File: src/design/ctr_pkg.sv
// ---------------------------------------------------------------------------
// ctr_pkg: shared types and constants for the cache tag replacement model
// Holds the defaults, register indexes, state encoding, the channel
// payloads and the controller/datapath command and status structs.
// ---------------------------------------------------------------------------
package ctr_pkg;

   localparam int MAX_ENTRIES_DEF = 1024;
   localparam int ADDR_WIDTH_DEF  = 32;
   localparam int NUM_WAYS_DEF    = 4;
   localparam int TAG_W           = 32;
   localparam int STAMP_W         = 32;
   localparam int CSR_IDX_W       = 2;
   localparam int CSR_DATA_W      = 4;

   localparam logic [CSR_IDX_W-1:0] REG_ASSOC  = 2'd0;
   localparam logic [CSR_IDX_W-1:0] REG_POLICY = 2'd1;
   localparam logic [CSR_IDX_W-1:0] REG_OFFSET = 2'd2;
   localparam logic [CSR_IDX_W-1:0] REG_ENTRY  = 2'd3;

   localparam logic [1:0] MODE_SET  = 2'd1;
   localparam logic [1:0] MODE_FULL = 2'd2;
   localparam logic [1:0] POL_FIFO  = 2'd0;

   typedef enum logic [2:0] {
      ST_CLEAR,
      ST_IDLE,
      ST_HIT,
      ST_FREE,
      ST_AGE,
      ST_WRITE,
      ST_RESP
   } state_type;

   // request beat payload
   typedef struct packed {
      logic [ADDR_WIDTH_DEF-1:0] address;
   } req_type;

   // response beat payload
   typedef struct packed {
      logic             evicted;
      logic [TAG_W-1:0] victim_tag;
   } rsp_type;

   // command from controller to datapath
   typedef struct packed {
      logic clear_step;   // clear one valid bit at the clear sweep pointer
      logic load;         // capture address and decode group
      logic scan_start;   // reset scan pointer to group base
      logic scan_step;    // issue next read / evaluate
      logic do_write;     // write chosen entry
      logic rsp_load;     // load result register
   } cmd_type;

   // status back to controller
   typedef struct packed {
      logic clear_done;
      logic scan_done;    // group scan finished: no read issued or pending
      logic hit;          // valid entry with matching tag seen
      logic free_found;   // invalid entry seen
      logic victim_ok;    // oldest entry picked
      logic lru;          // lru policy: stamp refreshed on a hit
   } stat_type;

endpackage

File: src/design/ctr_control.sv
// ---------------------------------------------------------------------------
// ctr_control: sequencer for clear, hit scan, free scan, age scan, write, result
// Issues datapath commands and drives the channel handshakes.
// ---------------------------------------------------------------------------
module ctr_control (
   input  logic               clock,
   input  logic               reset,
   input  logic               req_fire,
   input  logic               rsp_fire,
   input  ctr_pkg::stat_type  stat,
   output ctr_pkg::cmd_type   cmd,
   output ctr_pkg::state_type state,
   output logic               req_ready_o,
   output logic               rsp_valid_o
);
   import ctr_pkg::*;

   state_type state_ff, state_in;
   logic      rsp_v_ff, rsp_v_in;

   // next state
   always_comb begin
      state_in = state_ff;
      unique case (state_ff)
         ST_CLEAR: if (stat.clear_done) state_in = ST_IDLE;
         ST_IDLE:  if (req_fire) state_in = ST_HIT;
         ST_HIT:   if (stat.scan_done) state_in = stat.hit ? ST_WRITE : ST_FREE;
         ST_FREE:  if (stat.scan_done) state_in = stat.free_found ? ST_WRITE : ST_AGE;
         ST_AGE:   if (stat.scan_done) state_in = ST_WRITE;
         ST_WRITE: state_in = ST_RESP;
         ST_RESP:  if (!rsp_v_ff || rsp_fire) state_in = ST_IDLE;
         default:  state_in = ST_IDLE;
      endcase
   end

   // outputs
   always_comb begin
      cmd = '0;
      unique case (state_ff)
         ST_CLEAR: cmd.clear_step = 1'b1;
         ST_IDLE:  begin
            cmd.load = req_fire;
         end
         ST_HIT:   begin
            cmd.scan_step  = 1'b1;
            cmd.scan_start = stat.scan_done && !stat.hit;
         end
         ST_FREE:  begin
            cmd.scan_step  = 1'b1;
            cmd.scan_start = stat.scan_done && !stat.free_found;
         end
         ST_AGE:   cmd.scan_step = 1'b1;
         // a hit refreshes the stamp only under lru
         ST_WRITE: cmd.do_write = stat.hit ? stat.lru : (stat.free_found || stat.victim_ok);
         ST_RESP:  cmd.rsp_load = !rsp_v_ff || rsp_fire;
         default:  cmd = '0;
      endcase
   end

   always_comb begin
      rsp_v_in = rsp_v_ff;
      if (rsp_fire) rsp_v_in = 1'b0;
      if (cmd.rsp_load) rsp_v_in = 1'b1;
   end

   always_ff @(posedge clock) begin
      if (reset) begin
         state_ff <= ST_CLEAR;
         rsp_v_ff <= 1'b0;
      end else begin
         state_ff <= state_in;
         rsp_v_ff <= rsp_v_in;
      end
   end

   assign state       = state_ff;
   assign req_ready_o = (state_ff == ST_IDLE);
   assign rsp_valid_o = rsp_v_ff;
endmodule

File: config.mk
export PLATFORM = sky130hd
export DESIGN_NAME = ctr_control
export DESIGN_NICKNAME = d
export VERILOG_FILES = /design/src/design/ctr_pkg.sv /design/src/design/ctr_control.sv
export SDC_FILE = /design/constraint.sdc
export NUM_CORES = 1
export LEC_CHECK = 0
export BUFFER_PORTS_ARGS = -buffer_cell sky130_fd_sc_hd__buf_2
export CAP_MARGIN = 10
export CORE_AREA = 5 5 42 44
export CTS_CLUSTER_DIAMETER = 40
export DETAILED_ROUTE_END_ITERATION = 8
export DIE_AREA = 0 0 47 49
export PLACE_DENSITY = 0.52
export SLEW_MARGIN = 20
export SYNTH_ARGS = -nofsm -noshare
export SYNTH_HDL_FRONTEND = slang
export SYNTH_SLANG_ARGS = --single-unit
File: constraint.sdc
create_clock -name clock -period 3.2 [get_ports clock]
set_clock_uncertainty 0.1 [all_clocks]
set_input_delay 0 -clock clock [delete_from_list [all_inputs] [get_ports clock]]
set_output_delay 0 -clock clock [all_outputs]
set_load 0.05 [all_outputs]
==> reports/results.tsv, run 1 <==
stage	metric	value	unit
synth	syn nets	54	
floorplan	CORE AREA	1400	sq um
clocking	clk slew on worst S/H paths	40	ps
timing	worst-margin pin slew	449	ps
clocking	Sink Count	4	
floorplan	# rows	14	
routing	Pre-Repair DR Iteration Count	4	
finish	P&R area growth vs syn	41.7	%
finish	Antenna diodes	0	
worst_hold_path	Hold Path Class	input port to register	
synth	number of synthesized register bits	4	
timing	setup violators final	0	
placed_design	HPWL Detailed	672	um
outcome	status	complete, no violations	
synth	synthesized area per cell	7.71	sq um
clocking	setup bufs post-CTS	0	
timing	Slew Viols, Final	0	
floorplan	die area	2300	sq um
power	leakage	0.226	nW
routing	Detailed Route Iter0 Violations	2	
floorplan	die width	47	um
finish	final core area utilization	34.3	%
floorplan	initial core utilization	24.2	%
synth	Synth top area share	23.6	%
critical_path	startpoint types	register	
clocking	CTS tree	done	
critical_path	required time worst endpoint	3100	ps
timing	RSZ-0062 raised after global routing	no	
critical_path	crit path kind	register to output pin	
finish	commonest non-fill, non-tap cell in the layout	buf_2	
timing	period utilization	50.3	%
routing	ANT nets after route	0	
power	PwrDens	469	nW/um^2
synth	area leader, netlist	dfxtp_1	
critical_path	critical path fanouts, max	11	
global_routing	first-pass GRT wire length	1540	um
timing	Final Hold Fails	0	
finish	Final nets	78	
routing	# DRC	0	
timing	minimum clock period	1610	ps
synth	cells after synthesis	44	
clocking	CTS Buf Count	3	
finish	# fillers	159	
finish	fraction of layout instances using a drive strength above 1	36.4	%
floorplan	die span in y	49	um
global_routing	global route overflow	0	
placed_design	RD Place Congestion	0.734	
critical_path	CP arrival	1510	ps
timing	Slew headroom	70.0	%
routing	vias per cell	4.72	
job	max-cap viol count	0	
timing	Sum Neg Setup Slack	0	ps
power	Final Power	0.225	mW
power	maximum VDD drop	0.128	mV
global_routing	Total GRT Usage	9.08	%
clocking	PostCTS Resize Cnt	0	
critical_path	Worst Setup End Kind	output pin	
global_routing	vias in the first global route	373	
synth	Post-Syn Area	339	sq um
clocking	Clock Latency Late Sink	240	ps
global_routing	largest net degree at the start of global routing	18	
routing	via count	387	
global_routing	initial antenna violation count	0	
clocking	H-tree levels	1	
placed_design	IO buf count	20	
clocking	clock buffer depth	2	
timing	Max Fclk	621	MHz
routing	final WL	883	um
finish	commonest non-fill, non-tap cells in the layout	buf_2 (20), o21ai_0 (6), nor2b_1 (4), dfxtp_1 (4)	
synth	Area contributors post-synth	dfxtp_1 (24%), o21ai_0 (8.9%), nor2b_1 (7.4%), mux2i_1 (5.9%), buf_4 (4.4%)	
floorplan	I/O pin total	21	
synth	Synth cell types	24	
synth	YS warnings	0	
clocking	CTS root buf	clkbuf_4	
critical_path	flop2flop setup slack	1820	ps
routing	WL/cell	10.8	um
synth	sequential fraction of the synthesis area	23.6	%
[cells in the mapped netlist]
cell type  n
a211oi_1   1
a21oi_1    2
a31oi_1    2
and2_1     1
and3_1     2
and3b_1    1
buf_2      1
buf_4      2
buf_6      1
dfxtp_1    4
inv_2      1
mux2i_1    2
nand2_1    2
nand2b_1   1
nand3b_1   2
nor2_1     3
nor2b_1    4
nor3_1     1
nor4b_1    1
nor4bb_1   1
o21ai_0    6
o2bb2ai_1  1
or3b_1     1
or4b_1     1
[flip-flops by register name, summed over array words and instances (netlist names)]
register and flops:
state 3, rsp_valid_o 1
[critical path, cell delays in order (launching register included)]
cell and delay (ps):
dfxtp_1 500, nor2b_1 220, nor2b_1 170, and2_1 130, buf_2 250
[area by class of cell]
| class | count | area (sq um) | area share [%] |
|---|---|---|---|
| flip-flops and latches | 4 | 80.1 | 16.7 |
| well taps | 16 | 20.0 | 4.17 |
| multi-input cells | 35 | 224 | 46.6 |
| inverters | 1 | 3.75 | 0.781 |
| clock buffers | 3 | 22.5 | 4.69 |
| repair buffers | 23 | 130 | 27.1 |
[routing by layer]
layer / track usage, % / share of wire [%] / vias to the layer above
met2: 14.0 / 50 / 14
met1: 10.3 / 38 / 165
met4: 5.53 / 2.2 / 0
li1: - / - / 206
met3: 2.95 / 10 / 2
met5: 0 / 0 / -
[stage by stage]
step	std cells	hold WS (ps)	setup WS, ps	area, sq um
after CTS	82	19.0	1550	480
final	82	17.9	1590	480
after global routing	82	65.6	1400	480
after detailed placement	76	142	1810	428
after floorplan	44	-30.9	790	339
after global placement	76	139	1760	428
[worst paths after layout]
| check | start | to | depth (start not counted) |
|---|---|---|---|
| max | state[0]$_SDFFE_PP0P_ | cmd[4] | 4 |
| max reg2reg | state[2]$_SDFFE_PP0P_ | state[1]$_SDFFE_PP0P_ | 3 |
| min | req_fire | state[1]$_SDFFE_PP0P_ | 3 |
| min reg2reg | rsp_valid_o$_SDFFE_PP0P_ | rsp_valid_o$_SDFFE_PP0P_ | 2 |
[power by group]
group / internal (mW) / total, mW / switching (mW)
clock: 0.0422 / 0.0663 / 0.0241
sequential: 0.0542 / 0.0646 / 0.0104
combinational: 0.0295 / 0.0944 / 0.0649
[cell families (layout without fill, tap and decap cells)]
logic type / count (synthesis) / count (layout) / share of synthesized area [%]
buf+inv: 5 / 27 / 10.3
flops: 4 / 4 / 23.6
compound gates: 12 / 12 / 20.3
simple gates: 21 / 21 / 39.9
mux: 2 / 2 / 5.90
[repair_timing]
action / CTS / global route
hold buffers: 3 / 0
setup endpoints to repair: 0 / 0
endpoints found under the hold margin: 4 / 0
Power figures use the tool's default switching activity.
==> inputs of run 2 (changes only) <==
==> constraint.sdc (replaced) <==
create_clock -name clock -period 1.55 [get_ports clock]
set_clock_uncertainty 0.1 [all_clocks]
set_input_delay 0 -clock clock [delete_from_list [all_inputs] [get_ports clock]]
set_output_delay 0 -clock clock [all_outputs]
set_load 0.05 [all_outputs]
==> run 2 against run 1 <==
  * Die area unchanged
  * Final area up 5.5%
  * Wire length rose by 7.4%
  * Global-route usage unchanged
  * Register-to-register slack lost 1600 ps
  * Clock-buffer cell count did not move
  * Cell count stayed put
  * Worst hold slack improved by 10 ps
  * Power is 120% higher
  * Sequential power rose by 120%
  * Critical path depth unchanged
  * Sequential share of layout area down 0.12 points
==> reports/results.tsv, run 2 (synthesized netlist as in run 1, its figures left out) <==
stage	metric	value	unit	change
clocking	clk slew on worst S/H paths	40	ps	about the same
placed_design	HPWL Detailed	728	um	was 672 um
worst_hold_path	Hold Path Class	input port to register		unchanged
clocking	H-tree levels	1		unchanged
routing	WL/cell	11.6	um	was 10.8 um
clocking	Sink Count	4		unchanged
outcome	status	complete, no violations		unchanged
clocking	clock buffer depth	2		unchanged
placed_design	placed cell count	76		unchanged
finish	commonest non-fill, non-tap cell in the layout	buf_2		unchanged
power	leakage	0.235	nW	was 0.226 nW
clocking	CTS tree	done		unchanged
critical_path	required time worst endpoint	1450	ps	was 3100 ps
floorplan	die width	47	um	unchanged
global_routing	first-pass GRT wire length	1500	um	was 1540 um
finish	P&R area growth vs syn	49.4	%	was 41.7%
routing	# DRC	0		unchanged
timing	worst-margin pin slew	339	ps	was 449 ps
clocking	CTS root buf	clkbuf_4		unchanged
routing	Detailed Route Iter0 Violations	2		unchanged
finish	Antenna diodes	0		unchanged
critical_path	CP arrival	1350	ps	was 1510 ps
clocking	CTS Buf Count	3		unchanged
critical_path	startpoint types	register		unchanged
timing	Final Hold Fails	0		unchanged
finish	commonest non-fill, non-tap cells in the layout	buf_2 (19), o21ai_0 (5)		was buf_2 (20), o21ai_0 (6), nor2b_1 (4), dfxtp_1 (4)
job	max-cap viol count	0		unchanged
global_routing	initial antenna violation count	0		unchanged
power	maximum VDD drop	0.280	mV	was 0.128 mV
floorplan	# rows	14		unchanged
finish	max FFs per register	3		unchanged
floorplan	I/O pin total	21		unchanged
power	Final Power	0.486	mW	was 0.225 mW
floorplan	die span in y	49	um	unchanged
global_routing	largest net degree at the start of global routing	18		unchanged
placed_design	RD Place Congestion	0.716		was 0.734
timing	setup violators final	0		unchanged
timing	minimum clock period	1450	ps	
floorplan	initial core utilization	24.2	%	unchanged
finish	Final nets	78		unchanged
timing	RSZ-0062 raised after global routing	no		unchanged
routing	via count	401		was 387
critical_path	Worst Setup End Kind	output pin		unchanged
clocking	setup bufs post-CTS	0		unchanged
routing	Pre-Repair DR Iteration Count	4		unchanged
global_routing	vias in the first global route	365		was 373
global_routing	Total GRT Usage	9.08	%	unchanged
finish	Non-Filler Instances	82		unchanged
floorplan	CORE AREA	1400	sq um	unchanged
critical_path	crit path kind	register to output pin		unchanged
timing	Max Fclk	688	MHz	
timing	Slew Viols, Final	0		unchanged
global_routing	global route overflow	0		unchanged
routing	ANT nets after route	0		unchanged
timing	Slew headroom	77.1	%	was 70.0%
routing	vias per cell	4.89		was 4.72
timing	period utilization	93.8	%	
clocking	Clock Latency Late Sink	240	ps	about the same
floorplan	die area	2300	sq um	unchanged
placed_design	IO buf count	20		unchanged
finish	fraction of layout instances using a drive strength above 1	48.5	%	was 36.4%
critical_path	critical path fanouts, max	11		unchanged
finish	post-route cell area	507	sq um	was 480 sq um
routing	final WL	948	um	was 883 um
placed_design	placed cell area	449	sq um	was 428 sq um
power	PwrDens	958	nW/um^2	was 469 nW/um^2
run 2: report_power, final:
part           switching [mW]  internal [mW]
registers              0.0261          0.114
clock network          0.0517         0.0872
logic                   0.136         0.0707
run 2: metrics by stage:
| stage | util, % | hold slack (ps) | setup TNS [ps] | worst slack, ps |
|---|---|---|---|---|
| floorplan | - | -38.3 | -117 | -117 |
| global placement | 32.1 | 129 | 0 | 221 |
| detailed placement | 32.1 | 134 | 0 | 237 |
| CTS | 36.0 | 25.3 | 0 | 51.2 |
| global route | 36.2 | 36.3 | 0 | 10.5 |
| finish | 36.2 | 28.2 | 0 | 96.5 |
run 2: path summary, 6_finish.rpt:
check	startpoint	endpoint	slack, ps	depth (start not counted)
worst max register to register	state[2]$_SDFFE_PP0P_	state[2]$_SDFFE_PP0P_	230	3
worst min-delay path	req_fire	state[1]$_SDFFE_PP0P_	30	3
worst max-delay path	state[0]$_SDFFE_PP0P_	cmd[4]	100	4
worst min register to register	rsp_valid_o$_SDFFE_PP0P_	rsp_valid_o$_SDFFE_PP0P_	410	2
run 2: cell type report:
type / instances / area [sq um]
tap: 16 / 20.0
multi-input combinational: 35 / 244
timing repair buffer: 23 / 133
fill: 159 / 895
inverter: 1 / 3.75
sequential: 4 / 83.8
clock buffer: 3 / 22.5
run 2: critical path, stage by stage (launching register included):
cell and delay (ps):
dfxtp_2 440, nor2b_2 210, nor2b_4 150, and2_2 130
buf_4 180
run 2: repair_timing:
| action | 4_1_cts | 5_1_grt |
|---|---|---|
| endpoints found under the hold margin | 4 | 0 |
| endpoints found under the setup margin | 1 | 1 |
| gates cloned | 0 | 0 |
| hold buffers | 3 | 0 |
| gates resized for setup | 1 | 1 |
run 2: per-layer routing:
| layer | GRT usage (%) | wire length, um | vias up |
|---|---|---|---|
| li1 | - | - | 208 |
| met1 | 10.5 | 352 | 173 |
| met2 | 14.3 | 468 | 18 |
| met3 | 2.21 | 114 | 2 |
| met4 | 5.53 | 13 | 0 |
| met5 | 0 | 0 | - |
